$ cat config.mk
export PLATFORM = sky130hd
export DESIGN_NAME = multilevel_feedback_queue_scheduler
export DESIGN_NICKNAME = d
export VERILOG_FILES = /design/src/hw/rtl/mfqs_pkg.sv /design/src/hw/rtl/mfqs_ctrl.sv /design/src/hw/rtl/mfqs_datapath.sv /design/src/hw/rtl/multilevel_feedback_queue_scheduler.sv
export SDC_FILE = /design/constraint.sdc
export NUM_CORES = 2
export LEC_CHECK = 0
export BUFFER_PORTS_ARGS = -buffer_cell sky130_fd_sc_hd__buf_2
export CAP_MARGIN = 40
export CELL_PAD_IN_SITES_DETAIL_PLACEMENT = 0
export CELL_PAD_IN_SITES_GLOBAL_PLACEMENT = 1
export CORE_MARGIN = 1
export CORE_UTILIZATION = 52
export CTS_CLUSTER_DIAMETER = 40
export DETAILED_ROUTE_END_ITERATION = 10
export PLACE_DENSITY = 0.86
export SLEW_MARGIN = 20
export SYNTH_ARGS = -nofsm -noshare
export SYNTH_HDL_FRONTEND = slang
export SYNTH_HIERARCHICAL = 1
export SYNTH_SLANG_ARGS = --single-unit
export TNS_END_PERCENT = 20
$ cat constraint.sdc
create_clock -name clk_i -period 6.4 [get_ports clk_i]
set_clock_uncertainty 0.2 [all_clocks]
set_input_delay 1.92 -clock clk_i [delete_from_list [all_inputs] [get_ports clk_i]]
set_output_delay 1.92 -clock clk_i [all_outputs]
set_load 0.005 [all_outputs]
$ cat src/hw/rtl/mfqs_pkg.sv
package mfqs_pkg;

  // default sizes
  localparam int unsigned LevelsDef  = 3;
  localparam int unsigned JobsDef    = 16;
  localparam int unsigned LenBitsDef = 16;

  // fixed field widths
  localparam int unsigned IdW     = 4;
  localparam int unsigned LenW    = 16;
  localparam int unsigned PeriodW = 16;

  localparam logic [PeriodW-1:0] PeriodReset = 16'd20;

  // register indexes
  localparam logic RegPeriod = 1'b0;

  // input kinds
  localparam logic ActArrive = 1'b0;
  localparam logic ActTick   = 1'b1;

  // result status codes
  localparam logic [1:0] StatusOk     = 2'd0;
  localparam logic [1:0] StatusIdle   = 2'd1;
  localparam logic [1:0] StatusReject = 2'd2;

  typedef enum logic [2:0] {
    S_IDLE,
    S_REQUEUE,
    S_PICK,
    S_LOAD,
    S_RUN,
    S_BST_POP,
    S_BST_PUSH,
    S_BST_RUN
  } state_e;

  // controller to datapath
  typedef struct packed {
    logic arrive;
    logic requeue;
    logic pick;
    logic load;
    logic run;
    logic bst_pop;
    logic bst_push;
    logic bst_run;
  } cmd_t;

  // datapath to controller
  typedef struct packed {
    logic out_busy;
    logic run_valid;
    logic any_queued;
    logic boost_fire;
    logic bst_more;
  } status_t;

endpackage

$ cat src/hw/rtl/mfqs_ctrl.sv
module mfqs_ctrl (
  input  logic              clk_i,
  input  logic              rst_ni,
  input  logic              in_valid_i,
  input  logic              in_action_i,
  output logic              in_ready_o,
  input  mfqs_pkg::status_t st_i,
  output mfqs_pkg::cmd_t    cmd_o
);

  mfqs_pkg::state_e state_q, state_d;
  logic accept;

  assign in_ready_o = (state_q == mfqs_pkg::S_IDLE) && !st_i.out_busy;
  assign accept     = in_ready_o && in_valid_i;

  // state register
  always_ff @(posedge clk_i or negedge rst_ni) begin
    if (!rst_ni) begin
      state_q <= mfqs_pkg::S_IDLE;
    end else begin
      state_q <= state_d;
    end
  end

  // next state
  always_comb begin
    state_d = state_q;
    case (state_q)
      mfqs_pkg::S_IDLE: begin
        if (accept && in_action_i == mfqs_pkg::ActTick) begin
          state_d = st_i.run_valid ? mfqs_pkg::S_REQUEUE : mfqs_pkg::S_PICK;
        end
      end
      mfqs_pkg::S_REQUEUE: state_d = mfqs_pkg::S_PICK;
      mfqs_pkg::S_PICK: begin
        state_d = st_i.any_queued ? mfqs_pkg::S_LOAD : mfqs_pkg::S_IDLE;
      end
      mfqs_pkg::S_LOAD: state_d = mfqs_pkg::S_RUN;
      mfqs_pkg::S_RUN: begin
        state_d = st_i.boost_fire ? mfqs_pkg::S_BST_POP : mfqs_pkg::S_IDLE;
      end
      mfqs_pkg::S_BST_POP: begin
        state_d = st_i.bst_more ? mfqs_pkg::S_BST_PUSH : mfqs_pkg::S_BST_RUN;
      end
      mfqs_pkg::S_BST_PUSH: state_d = mfqs_pkg::S_BST_POP;
      mfqs_pkg::S_BST_RUN: state_d = mfqs_pkg::S_IDLE;
      default: state_d = mfqs_pkg::S_IDLE;
    endcase
  end

  // commands
  always_comb begin
    cmd_o          = '0;
    cmd_o.arrive   = accept && (in_action_i == mfqs_pkg::ActArrive);
    case (state_q)
      mfqs_pkg::S_REQUEUE:  cmd_o.requeue  = 1'b1;
      mfqs_pkg::S_PICK:     cmd_o.pick     = 1'b1;
      mfqs_pkg::S_LOAD:     cmd_o.load     = 1'b1;
      mfqs_pkg::S_RUN:      cmd_o.run      = 1'b1;
      mfqs_pkg::S_BST_POP:  cmd_o.bst_pop  = 1'b1;
      mfqs_pkg::S_BST_PUSH: cmd_o.bst_push = 1'b1;
      mfqs_pkg::S_BST_RUN:  cmd_o.bst_run  = 1'b1;
      default: ;
    endcase
  end

endmodule

$ cat src/hw/rtl/mfqs_datapath.sv
module mfqs_datapath #(
  parameter int unsigned LEVELS   = mfqs_pkg::LevelsDef,
  parameter int unsigned JOBS     = mfqs_pkg::JobsDef,
  parameter int unsigned LEN_BITS = mfqs_pkg::LenBitsDef
) (
  input  logic                         clk_i,
  input  logic                         rst_ni,
  input  mfqs_pkg::cmd_t               cmd_i,
  output mfqs_pkg::status_t            st_o,
  input  logic [mfqs_pkg::IdW-1:0]     in_id_i,
  input  logic [mfqs_pkg::LenW-1:0]    in_len_i,
  input  logic [mfqs_pkg::PeriodW-1:0] period_i,
  input  logic                         out_ready_i,
  output logic                         out_valid_o,
  output logic [1:0]                   out_status_o,
  output logic [3:0]                   out_job_o,
  output logic [1:0]                   out_level_o,
  output logic                         out_fin_o,
  output logic                         out_boost_o
);

  localparam int unsigned LW = $clog2(LEVELS);
  localparam int unsigned JW = $clog2(JOBS);
  localparam int unsigned CW = $clog2(JOBS + 1);
  localparam int unsigned QA = $clog2(LEVELS * JOBS);
  localparam int unsigned QD = LEVELS * JOBS;
  localparam logic [LEN_BITS-1:0] LenMax = {LEN_BITS{1'b1}};

  typedef struct packed {
    logic [LW-1:0]       level;
    logic [LEN_BITS-1:0] ticks;
  } lt_t;

  typedef struct packed {
    logic [LEN_BITS-1:0] elapsed;
    logic [LEN_BITS-1:0] need;
  } en_t;

  // queue bookkeeping
  logic [CW-1:0] cnt_q  [LEVELS];
  logic [CW-1:0] cnt_d  [LEVELS];
  logic [JW-1:0] head_q [LEVELS];
  logic [JW-1:0] head_d [LEVELS];

  // memories
  logic [JW-1:0] q_mem [QD];
  logic [JW-1:0] q_rd_q;
  lt_t           lt_mem [JOBS];
  lt_t           lt_rd_q;
  en_t           en_mem [JOBS];
  en_t           en_rd_q;

  logic [JOBS-1:0] act_q;
  logic            run_v_q;
  logic [JW-1:0]   run_id_q;
  logic [mfqs_pkg::PeriodW-1:0] phase_q;

  logic       out_valid_q;
  logic [1:0] out_status_q;
  logic [3:0] out_job_q;
  logic [1:0] out_level_q;
  logic       out_fin_q, out_boost_q;

  // level selection
  logic          any_q, bst_more;
  logic [LW-1:0] pick_lv, bst_lv, pop_lv;
  logic          pop_en;
  logic [QA-1:0] q_ra;

  always_comb begin
    any_q    = 1'b0;
    pick_lv  = '0;
    bst_more = 1'b0;
    bst_lv   = '0;
    for (int lv = LEVELS - 1; lv >= 0; lv--) begin
      if (cnt_q[lv] != '0) begin
        any_q   = 1'b1;
        pick_lv = LW'(lv);
        if (lv != 0) begin
          bst_more = 1'b1;
          bst_lv   = LW'(lv);
        end
      end
    end
  end

  assign pop_lv = cmd_i.bst_pop ? bst_lv : pick_lv;
  assign pop_en = (cmd_i.pick && any_q) || (cmd_i.bst_pop && bst_more);
  assign q_ra   = QA'(pop_lv) * QA'(JOBS) + QA'(head_q[pop_lv]);

  // arrival check
  logic [JW-1:0] in_id;
  logic          reject, arrive_ok;

  assign in_id     = JW'(in_id_i);
  assign reject    = (32'(in_id_i) >= 32'(JOBS)) || act_q[in_id] ||
                     (32'(cnt_q[0]) >= 32'(JOBS));
  assign arrive_ok = cmd_i.arrive && !reject;

  // requeue decision
  logic          demote;
  logic [LW-1:0] lv_up;

  assign lv_up  = lt_rd_q.level + LW'(1);
  assign demote = (lt_rd_q.ticks >= LEN_BITS'(lt_rd_q.level) + LEN_BITS'(1)) &&
                  (32'(lt_rd_q.level) + 32'd1 < 32'(LEVELS));

  // run step
  logic [LEN_BITS-1:0]          el_n, tk_n;
  logic                         fin;
  logic [mfqs_pkg::PeriodW-1:0] phase_n;
  logic                         boost_fire;

  assign el_n       = (en_rd_q.elapsed == LenMax) ? en_rd_q.elapsed
                                                  : en_rd_q.elapsed + LEN_BITS'(1);
  assign tk_n       = (lt_rd_q.ticks == LenMax) ? lt_rd_q.ticks
                                                : lt_rd_q.ticks + LEN_BITS'(1);
  assign fin        = el_n >= en_rd_q.need;
  assign phase_n    = phase_q + mfqs_pkg::PeriodW'(1);
  assign boost_fire = phase_n >= period_i;

  // push port and per-job write ports
  logic          push_en, push_ok;
  logic [LW-1:0] push_lv;
  logic [JW-1:0] push_id, slot;
  logic [JW:0]   slot_sum;
  logic [QA-1:0] q_wa;
  logic          lt_we, en_we;
  logic [JW-1:0] lt_wa, en_wa;
  lt_t           lt_wd;
  en_t           en_wd;

  always_comb begin
    push_en = 1'b0;
    push_lv = '0;
    push_id = run_id_q;
    lt_we   = 1'b0;
    lt_wa   = run_id_q;
    lt_wd   = '0;
    en_we   = 1'b0;
    en_wa   = run_id_q;
    en_wd   = '0;
    if (arrive_ok) begin
      push_en = 1'b1;
      push_id = in_id;
      lt_we   = 1'b1;
      lt_wa   = in_id;
      en_we   = 1'b1;
      en_wa   = in_id;
      en_wd   = '{elapsed: '0, need: LEN_BITS'(in_len_i)};
    end
    if (cmd_i.requeue) begin
      push_en = 1'b1;
      push_lv = demote ? lv_up : lt_rd_q.level;
      if (demote) begin
        lt_we = 1'b1;
        lt_wd = '{level: lv_up, ticks: '0};
      end
    end
    if (cmd_i.run) begin
      lt_we = 1'b1;
      lt_wd = '{level: lt_rd_q.level, ticks: tk_n};
      en_we = 1'b1;
      en_wd = '{elapsed: el_n, need: en_rd_q.need};
    end
    if (cmd_i.bst_push) begin
      push_en = 1'b1;
      push_id = q_rd_q;
      lt_we   = 1'b1;
      lt_wa   = q_rd_q;
    end
    if (cmd_i.bst_run && run_v_q) begin
      push_en = 1'b1;
      lt_we   = 1'b1;
    end
  end

  assign push_ok  = push_en && (32'(cnt_q[push_lv]) < 32'(JOBS));
  assign slot_sum = (JW+1)'(head_q[push_lv]) + (JW+1)'(cnt_q[push_lv]);
  assign slot     = (32'(slot_sum) >= 32'(JOBS)) ? JW'(slot_sum - (JW+1)'(JOBS))
                                                  : JW'(slot_sum);
  assign q_wa     = QA'(push_lv) * QA'(JOBS) + QA'(slot);

  // queue pointer update
  always_comb begin
    for (int lv = 0; lv < LEVELS; lv++) begin
      cnt_d[lv]  = cnt_q[lv];
      head_d[lv] = head_q[lv];
      if (push_ok && push_lv == LW'(lv)) begin
        cnt_d[lv] = cnt_q[lv] + CW'(1);
      end else if (pop_en && pop_lv == LW'(lv)) begin
        cnt_d[lv] = cnt_q[lv] - CW'(1);
      end
      if (pop_en && pop_lv == LW'(lv)) begin
        head_d[lv] = (32'(head_q[lv]) + 32'd1 >= 32'(JOBS)) ? '0
                                                             : head_q[lv] + JW'(1);
      end
    end
  end

  always_ff @(posedge clk_i or negedge rst_ni) begin
    if (!rst_ni) begin
      for (int lv = 0; lv < LEVELS; lv++) begin
        cnt_q[lv]  <= '0;
        head_q[lv] <= '0;
      end
    end else begin
      for (int lv = 0; lv < LEVELS; lv++) begin
        cnt_q[lv]  <= cnt_d[lv];
        head_q[lv] <= head_d[lv];
      end
    end
  end

  // queue memory
  always_ff @(posedge clk_i) begin
    if (push_ok) begin
      q_mem[q_wa] <= push_id;
    end
    q_rd_q <= q_mem[q_ra];
  end

  // per-job memories, read at the running job or the job just popped
  logic [JW-1:0] j_ra;
  assign j_ra = cmd_i.load ? q_rd_q : run_id_q;

  always_ff @(posedge clk_i) begin
    if (lt_we) begin
      lt_mem[lt_wa] <= lt_wd;
    end
    lt_rd_q <= lt_mem[j_ra];
  end

  always_ff @(posedge clk_i) begin
    if (en_we) begin
      en_mem[en_wa] <= en_wd;
    end
    en_rd_q <= en_mem[j_ra];
  end

  // running job and busy-tick counter
  always_ff @(posedge clk_i or negedge rst_ni) begin
    if (!rst_ni) begin
      act_q   <= '0;
      run_v_q <= 1'b0;
      phase_q <= '0;
    end else begin
      if (arrive_ok) begin
        act_q[in_id] <= 1'b1;
      end
      if (cmd_i.requeue || cmd_i.bst_run) begin
        run_v_q <= 1'b0;
      end
      if (cmd_i.run) begin
        run_v_q <= !fin;
        if (fin) begin
          act_q[run_id_q] <= 1'b0;
        end
        phase_q <= boost_fire ? '0 : phase_n;
      end
    end
  end

  always_ff @(posedge clk_i) begin
    if (cmd_i.load) begin
      run_id_q <= q_rd_q;
    end
  end

  // result word
  logic emit;
  assign emit = cmd_i.arrive || (cmd_i.pick && !any_q) ||
                (cmd_i.run && !boost_fire) || cmd_i.bst_run;

  always_ff @(posedge clk_i or negedge rst_ni) begin
    if (!rst_ni) begin
      out_valid_q <= 1'b0;
    end else if (emit) begin
      out_valid_q <= 1'b1;
    end else if (out_ready_i) begin
      out_valid_q <= 1'b0;
    end
  end

  always_ff @(posedge clk_i) begin
    if (cmd_i.arrive || cmd_i.pick) begin
      out_status_q <= cmd_i.arrive ? (reject ? mfqs_pkg::StatusReject
                                             : mfqs_pkg::StatusOk)
                                   : mfqs_pkg::StatusIdle;
      out_job_q    <= '0;
      out_level_q  <= '0;
      out_fin_q    <= 1'b0;
      out_boost_q  <= 1'b0;
    end else if (cmd_i.run) begin
      out_status_q <= mfqs_pkg::StatusOk;
      out_job_q    <= 4'(run_id_q);
      out_level_q  <= 2'(lt_rd_q.level);
      out_fin_q    <= fin;
      out_boost_q  <= boost_fire;
    end
  end

  assign out_valid_o  = out_valid_q;
  assign out_status_o = out_status_q;
  assign out_job_o    = out_job_q;
  assign out_level_o  = out_level_q;
  assign out_fin_o    = out_fin_q;
  assign out_boost_o  = out_boost_q;

  assign st_o.out_busy   = out_valid_q;
  assign st_o.run_valid  = run_v_q;
  assign st_o.any_queued = any_q;
  assign st_o.boost_fire = boost_fire;
  assign st_o.bst_more   = bst_more;

endmodule

$ cat src/hw/rtl/multilevel_feedback_queue_scheduler.sv
// Multilevel feedback queue scheduler.
// Input word: s_tuser is the kind (0 arrival, 1 tick); s_tdata carries the
// arriving job's id and length. Output word: m_tuser is the status
// (0 ok, 1 idle tick, 2 arrival rejected); m_tdata carries the job that ran,
// its level, a finished flag and a boost flag.
// An arrival is handled in the cycle it is taken; its word shows in the
// next cycle. A tick passes through the requeue state (when a job was
// running and is put back into a queue), pick, load and run before its word
// shows; its word follows pick when no job is queued. A boost tick then pops
// each job in the lower queues and pushes it to the top queue through the
// shared queue memory port and puts back the running job before its word shows.
// One item is in work at a time; s_tready is low while a tick runs and while
// the output word waits to be taken, so a stalled receiver holds the block.
// Reset empties all queues, clears the running job and the busy-tick counter,
// and loads reset_period with 20. reset_period sits at APB address 0; the
// user must write it only while the block is idle; no logic enforces this.
module multilevel_feedback_queue_scheduler #(
  parameter int unsigned LEVELS   = mfqs_pkg::LevelsDef,
  parameter int unsigned JOBS     = mfqs_pkg::JobsDef,
  parameter int unsigned LEN_BITS = mfqs_pkg::LenBitsDef
) (
  input  logic        clk_i,
  input  logic        rst_ni,
  // input stream
  input  logic        s_tvalid,
  output logic        s_tready,
  input  logic [23:0] s_tdata,   // job_id[3:0], job_length[19:4], zero pad
  input  logic        s_tuser,   // action[0]
  // output stream
  output logic        m_tvalid,
  input  logic        m_tready,
  output logic [7:0]  m_tdata,   // ran_job[3:0], ran_level[5:4], job_finished[6],
                                 // boost_done[7]
  output logic [1:0]  m_tuser,   // status[1:0]
  // configuration
  input  logic        psel,
  input  logic        penable,
  input  logic        pwrite,
  input  logic [2:0]  paddr,
  input  logic [31:0] pwdata,
  output logic [31:0] prdata,
  output logic        pready
);

  mfqs_pkg::cmd_t    cmd;
  mfqs_pkg::status_t st;
  logic [mfqs_pkg::PeriodW-1:0] period_q;

  // configuration register
  assign pready = 1'b1;

  always_ff @(posedge clk_i or negedge rst_ni) begin
    if (!rst_ni) begin
      period_q <= mfqs_pkg::PeriodReset;
    end else if (psel && penable && pwrite && paddr[2] == mfqs_pkg::RegPeriod) begin
      period_q <= pwdata[mfqs_pkg::PeriodW-1:0];
    end
  end

  assign prdata = (paddr[2] == mfqs_pkg::RegPeriod) ? 32'(period_q) : '0;

  mfqs_ctrl u_ctrl (
    .clk_i       (clk_i),
    .rst_ni      (rst_ni),
    .in_valid_i  (s_tvalid),
    .in_action_i (s_tuser),
    .in_ready_o  (s_tready),
    .st_i        (st),
    .cmd_o       (cmd)
  );

  mfqs_datapath #(
    .LEVELS   (LEVELS),
    .JOBS     (JOBS),
    .LEN_BITS (LEN_BITS)
  ) u_datapath (
    .clk_i        (clk_i),
    .rst_ni       (rst_ni),
    .cmd_i        (cmd),
    .st_o         (st),
    .in_id_i      (s_tdata[3:0]),
    .in_len_i     (s_tdata[19:4]),
    .period_i     (period_q),
    .out_ready_i  (m_tready),
    .out_valid_o  (m_tvalid),
    .out_status_o (m_tuser),
    .out_job_o    (m_tdata[3:0]),
    .out_level_o  (m_tdata[5:4]),
    .out_fin_o    (m_tdata[6]),
    .out_boost_o  (m_tdata[7])
  );

endmodule

After elaboration in Yosys (flattened, before gate mapping):

Memory sizes are Yosys's and may differ from the RTL's. A register that Yosys moved wholly into a read port is not among the register bits.
Cells that the tools add are included.

* register bits: 94
* bits in writable memories: 992
* output and inout port bits: 45
* memories kept: 3

Memory list
* u_datapath.en_mem: depth 16, width 32, rd ports 1, clocked after Yosys merged registers in 1, wr ports 1, line mfqs_datapath.sv:50 `en_t en_mem [JOBS];`
* u_datapath.lt_mem: depth 16, width 18, rd ports 1, clocked after Yosys merged registers in 1, wr ports 1, line mfqs_datapath.sv:48 `lt_t lt_mem [JOBS];`
* u_datapath.q_mem: depth 48, width 4, rd ports 1, clocked after Yosys merged registers in 1, wr ports 1, line mfqs_datapath.sv:46 `logic [JW-1:0] q_mem [QD];`

* $add $sub $neg: 22
* $lt $le $gt $ge: 16
* equal/unequal tests: 14
* muxes and demuxes: 86
* bitwise operators: 7
* reduce and logical (&&, ||, !) cells: 47

Operators with widths (count)
* $mux W16: 8
* $ge A32 B5 Y1 const B: 3
* $mux W18: 3
* $add A16 B1 Y16 const B: 3
* $ge A16 B16 Y1: 3
* $mux W4: 11
* $mux W5: 8
* $mux W1: 34
* $eq A16 B16 Y1 const B: 2
* $lt A32 B2 Y1 const B: 1
* $mux W32: 1
* $mux W2: 12
* $pmux W3 S8: 1
* $logic_and A1 B1 Y1: 23
* $and A16 B16 Y16: 1
* $bmux W4 S2: 2
* $not A16 Y16: 1
* $or A16 B16 Y16: 1
* $add A4 B1 Y5 const B: 3
* $add A5 B1 Y5 const B: 3
* $reduce_bool A5 Y1: 3
* $sub A5 B1 Y5 const B: 3
* $add A4 B1 Y4 const B: 3
* $add A6 B4 Y6: 2
* other kinds (26): 57

Depth between registers and ports, before layout:

* depth after elaboration: 13
* mapped depth: 21
* gate-level depth less buffers: 20

Cells and area by module:

The synthesis kept the hierarchy.

Modules (own cells, without submodules)
* mfqs_datapath: instances 1, cells an instance 3779, area an instance 47081.4 µm²
* multilevel_feedback_queue_scheduler: instances 1, cells an instance 70, area an instance 902.1 µm²
* mfqs_ctrl: instances 1, cells an instance 34, area an instance 275.3 µm²

Worst setup path after synthesis:

Ideal clock, no wire load.

* path type: input -> register
* start: in s_tdata[0]
* end: mem u_datapath/lt_mem[15][0] in the netlist's numbering (enable)
* library setup time: 393 ps
* arrival: 6116 ps
* slack: -309 ps
* stages: 10
* path through: buf_2 mux4_2 mux4_2 nor2_2 and2_1 buf_6 mux2i_1 o21ai_1 nand2_1 nor2_1

* elaborated cells between the ends (all ways): 15
* those cells by class: mux (12); reduce/logical (3)

RTL lines
* start, declared: line multilevel_feedback_queue_scheduler.sv:27 `input logic [23:0] s_tdata,`
* $bmux W1 S4: line mfqs_datapath.sv:96 `assign reject = (32'(in_id_i) >= 32'(JOBS)) || act_q[in_id] ||`
* $mux W1 (implied by the code): line mfqs_datapath.sv:96
* $logic_or A1 B1 Y1: line mfqs_datapath.sv:96
* $logic_not A1 Y1: line mfqs_datapath.sv:98 `assign arrive_ok = cmd_i.arrive && !reject;`
* $logic_and A1 B1 Y1: line mfqs_datapath.sv:98
* $mux W4: line mfqs_datapath.sv:143 `if (arrive_ok) begin`
* $mux W4: line mfqs_datapath.sv:166 `if (cmd_i.bst_push) begin`
* net u_datapath.lt_wa[1]: line mfqs_datapath.sv:129 `logic [JW-1:0] lt_wa, en_wa;`
* end, declared: line mfqs_datapath.sv:48

The timed path passes the listed nets, and every way through them passes these cells. The select of a mux whose other input is x is not followed.

Worst setup path in the final report:

* start: reg u_datapath/lt_rd_q[17] (netlist name)
* end: mem u_datapath/q_mem[5][2] in the netlist's numbering (enable)

* word-level cells in the longest chain between the ends: 13
* elaborated cells between the ends (all ways): 24
* those cells by class: add/sub (6); order compare (4); mux (11); bitwise (1); reduce/logical (2)

RTL lines
* $add A2 B1 Y3: line mfqs_datapath.sv:105, mfqs_datapath.sv:106
* $lt A32 B2 Y1 / $ge A16 B16 Y1 (equally long branches): line mfqs_datapath.sv:106, mfqs_datapath.sv:105
* $logic_and A1 B1 Y1: line mfqs_datapath.sv:105 `assign demote = (lt_rd_q.ticks >= LEN_BITS'(lt_rd_q.level) + LEN_BITS'(1)) &&`
* $mux W2 *: line mfqs_datapath.sv:154 `push_lv = demote ? lv_up : lt_rd_q.level;`
* $mux W2 *: line mfqs_datapath.sv:152 `if (cmd_i.requeue) begin`
* $not A2 Y3 (implied by the code): line mfqs_datapath.sv:178, mfqs_datapath.sv:179
* $bmux W4 S2 / $bmux W5 S2 (equally long branches): line mfqs_datapath.sv:179, mfqs_datapath.sv:178
* $mux W4 (implied by the code) / $mux W5 (equally long branches) (2 in series): line mfqs_datapath.sv:179, mfqs_datapath.sv:178
* $add A4 B5 Y5 / $lt A5 B5 Y1 (equally long branches): line mfqs_datapath.sv:179, mfqs_datapath.sv:178
* $sub A4 B1 Y4 (tied with other cells): line mfqs_datapath.sv:180 `assign slot = (32'(slot_sum) >= 32'(JOBS)) ? JW'(slot_sum - (JW+1)'(JOBS))`
* $mux W4 / $mux W1 (equally long branches): line mfqs_datapath.sv:180, mfqs_datapath.sv:217
* $add A6 B4 Y6 / $mux W1 (equally long branches): line mfqs_datapath.sv:182, mfqs_datapath.sv:218
* end, declared: line mfqs_datapath.sv:46

Every way passes the cells marked *; elsewhere a longest branch is shown, timed or not. The select of a mux whose other input is x is not followed.

==> summary.txt <==
CTS
  • Clock buffer depth: 3
  • Resized cells post-CTS: 0
  • Clock Sinks: 1140
  • CTS Buf Count: 143
  • Clock transition at the registers of the reported paths: 0.06 ns
  • Post-CTS Setup Inserts: 0
  • Later-pin clock latency in the skew report: 0.73 ns
  • Hold Buf Count CTS: 0
  • TritonCTS clock tree: done
  • Root Buffer: clkbuf_16
  • H-Tree Depth: 4

Logic synthesis
  • Mapped Avg Cell Area: 12.4 um2
  • Top_reg_cell synth: edfxtp_1
  • Register bit total from synthesis: 1140
  • Area share of the largest cell type after synthesis: 0.619
  • Yosys warns: 6
  • Mapped cell area: 48300 um2
  • EDFF count, synth: 994
  • Synth area leaders: edfxtp_1 (62%), nand2_1 (7.7%), nand3_1 (4.7%)
  • Post-synth ARST share: 0.0702
  • Yosys cell types: 93
  • Sequential fraction of the synthesis area: 0.687
  • Mapped Cells: 3883
  • Synth area leader: edfxtp_1

Floorplanning
  • Die width: 307 um
  • I/O pin count: 112
  • DIE HEIGHT: 307 um
  • Num rows: 111
  • Core area: 91800 um2
  • Total die area: 94000 um2
  • Starting density of the core: 0.526

Finish
  • Register area: 33200 um2
  • Nets@finish: 4125
  • Post-Layout Cell Count: 5360
  • Area delta synth->final: 15.1%
  • Filler Cells Inserted: 6924
  • Most common library cell in the layout ignoring fill and taps: edfxtp_1
  • Share of cells above drive strength 1: 0.138
  • Most frequent cells in the layout: edfxtp_1 (994), nand2_1 (984), nand3_1 (450)
  • Final Util: 0.605
  • Footprint of the multi-input gates: 14100 um2

STA
  • Hold_ws: 0.289 ns
  • Max-slew violation count: 0
  • Setup violators final: 0
  • FMAX: 0.169 GHz
  • Setup TNS Final: 0 ns
  • Slew @ Worst Pin: 1.10 ns
  • Ratio of final minimum period to clock period: 0.923
  • Min Tclk post-route: 5.91 ns
  • Slew Limit Headroom: 0.269
  • RSZ-0062 raised after global routing: no
  • Final Hold Viols: 0

Placement
  • GPL Wtd Cong: 0.857
  • PortBufs: 72
  • Dpl hpwl: 63500 um
  • Placed Cells: 5090

Global route
  • All-Layer GR Usage: 0.243
  • Grt total ovfl: 0
  • First-pass GRT wire length: 175000 um
  • Largest net degree at the start of global routing: 170
  • Antenna violations before repair: 3
  • Number of global-route vias before repair: 30454

Status
  • Status: complete, no violations

Worst setup path
  • CP Launch Type: register
  • Crit Path Class: register to register
  • Req. time, crit path: 6.55 ns
  • CP endpoint kind: register
  • Crit path max fanout: 20
  • Arrival @ worst endpoint: 6.06 ns

Detailed routing
  • Via Count: 31515
  • Drt pass-1 iters: 5
  • Vias per cell: 5.88
  • Routed WL: 114000 um
  • Routed WL per cell: 21.2 um
  • DRT iter0 DRCs: 3208
  • Antenna viol nets, final: 0
  • DR DRC count: 0

Power and ir drop
  • Leakage: 20.3 nW
  • Total power per unit cell area: 512 nW/um2
  • Worst VDD drop: 592 uV

Hold path
  • Worst hold path class: register to register

Flow run
  • Maxcap violations: 0
-- synthesized netlist by cell type (20+ instances only) --
cell type and number:
mux2i_1 51, nor2_1 83, and2_1 24, a31oi_1 89
nand4_1 27, inv_1 54, o21ai_0 40, xnor2_1 37
a311oi_1 104, a32oi_1 22, a21oi_1 54, nand2_1 984
a21o_1 26, ha_1 56, buf_4 25, nand3_1 450
nand2b_1 20, and3_1 70, nor2b_1 24, mux2_2 23
dfrtp_1 78, edfxtp_1 994, dfxtp_1 66, nor3_1 45
clkbuf_1 197
-- logic make-up after synthesis --
family	count (synthesis)	share of synthesized area
compound gates	419	0.0635
buf+inv	309	0.0275
simple gates	1799	0.168
fa+ha+maj	60	0.0162
flops	1140	0.687
other cells	2	0.000156
xor+xnor	56	0.0117
mux	98	0.0254
-- metrics by stage --
stage / total power (W) / area (um2) / worst slack, ns
3_3_place_gp: 0.0200 / 50400 / 0.604
2_1_floorplan: 0.0171 / 48300 / 0.273
5_1_grt: 0.0299 / 55500 / 0.0881
3_5_place_dp: 0.0203 / 50600 / 0.540
6_report: 0.0284 / 55500 / 0.490
4_1_cts: 0.0285 / 55500 / 0.534
-- power breakdown --
part           total (W)  internal (W)  switching (W)
logic             0.0105       0.00343        0.00708
registers        0.00984       0.00928       0.000555
clock network    0.00808       0.00498        0.00310
total             0.0284        0.0177         0.0107
-- routing by layer --
layer,global-route usage,share of wire
met5,0,0
met4,0.0883,0.028
met3,0.0404,0.080
met2,0.389,0.47
met1,0.336,0.42
-- worst max-delay path: stages, from the launching register on --
cell	delay, ns
dfxtp_1	0.37
ha_1	0.23
inv_1	0.07
ha_1	0.21
nor4_1	0.21
nand4_1	0.24
a21oi_2	0.28
or2_2	0.20
inv_1	0.04
ha_1	0.50
inv_1	0.20
o31ai_1	0.09
buf_4	0.17
a22o_1	0.23
ha_1	0.23
fa_1	0.42
xor2_1	0.31
nand2_1	0.09
nor2_1	0.09
nand4_1	0.46
nor3b_1	0.69
-- cell type report --
class,instances,share of cell area
clock inverter,81,0.0170
tap,1243,0.0280
timing repair buffer,207,0.0293
sequential,1140,0.597
multi-input combinational,2449,0.254
inverter,57,0.00408
antenna,2,0.0000901
clock buffer,181,0.0704
-- registers in the layout, indices dropped and copies added (netlist names), 12 cells and up --
name                flops
u_datapath/head_q      12
period_q               16
u_datapath/cnt_q       15
u_datapath/en_mem     512
u_datapath/en_rd_q     32
u_datapath/lt_rd_q     18
u_datapath/act_q       16
u_datapath/lt_mem     288
u_datapath/phase_q     16
u_datapath/q_mem      192
-- final timing paths --
kind                                                 from                   endpoint  slack, ns  depth (start not counted)
worst max-delay path               u_datapath/lt_rd_q[17]     u_datapath/q_mem[5][2]       0.49                         20
worst min-delay path            u_datapath/out_level_o[1]  u_datapath/out_level_o[1]       0.29                          2
worst max register to register     u_datapath/lt_rd_q[17]     u_datapath/q_mem[5][2]       0.49                         20
worst min register to register  u_datapath/out_level_o[1]  u_datapath/out_level_o[1]       0.29                          2
max in group asynchronous                          rst_ni        u_datapath/act_q[0]       4.03                          2
min in group asynchronous                          rst_ni      u_datapath/phase_q[7]       0.95                          1
No activity file was read; power rests on OpenSTA's default activity.
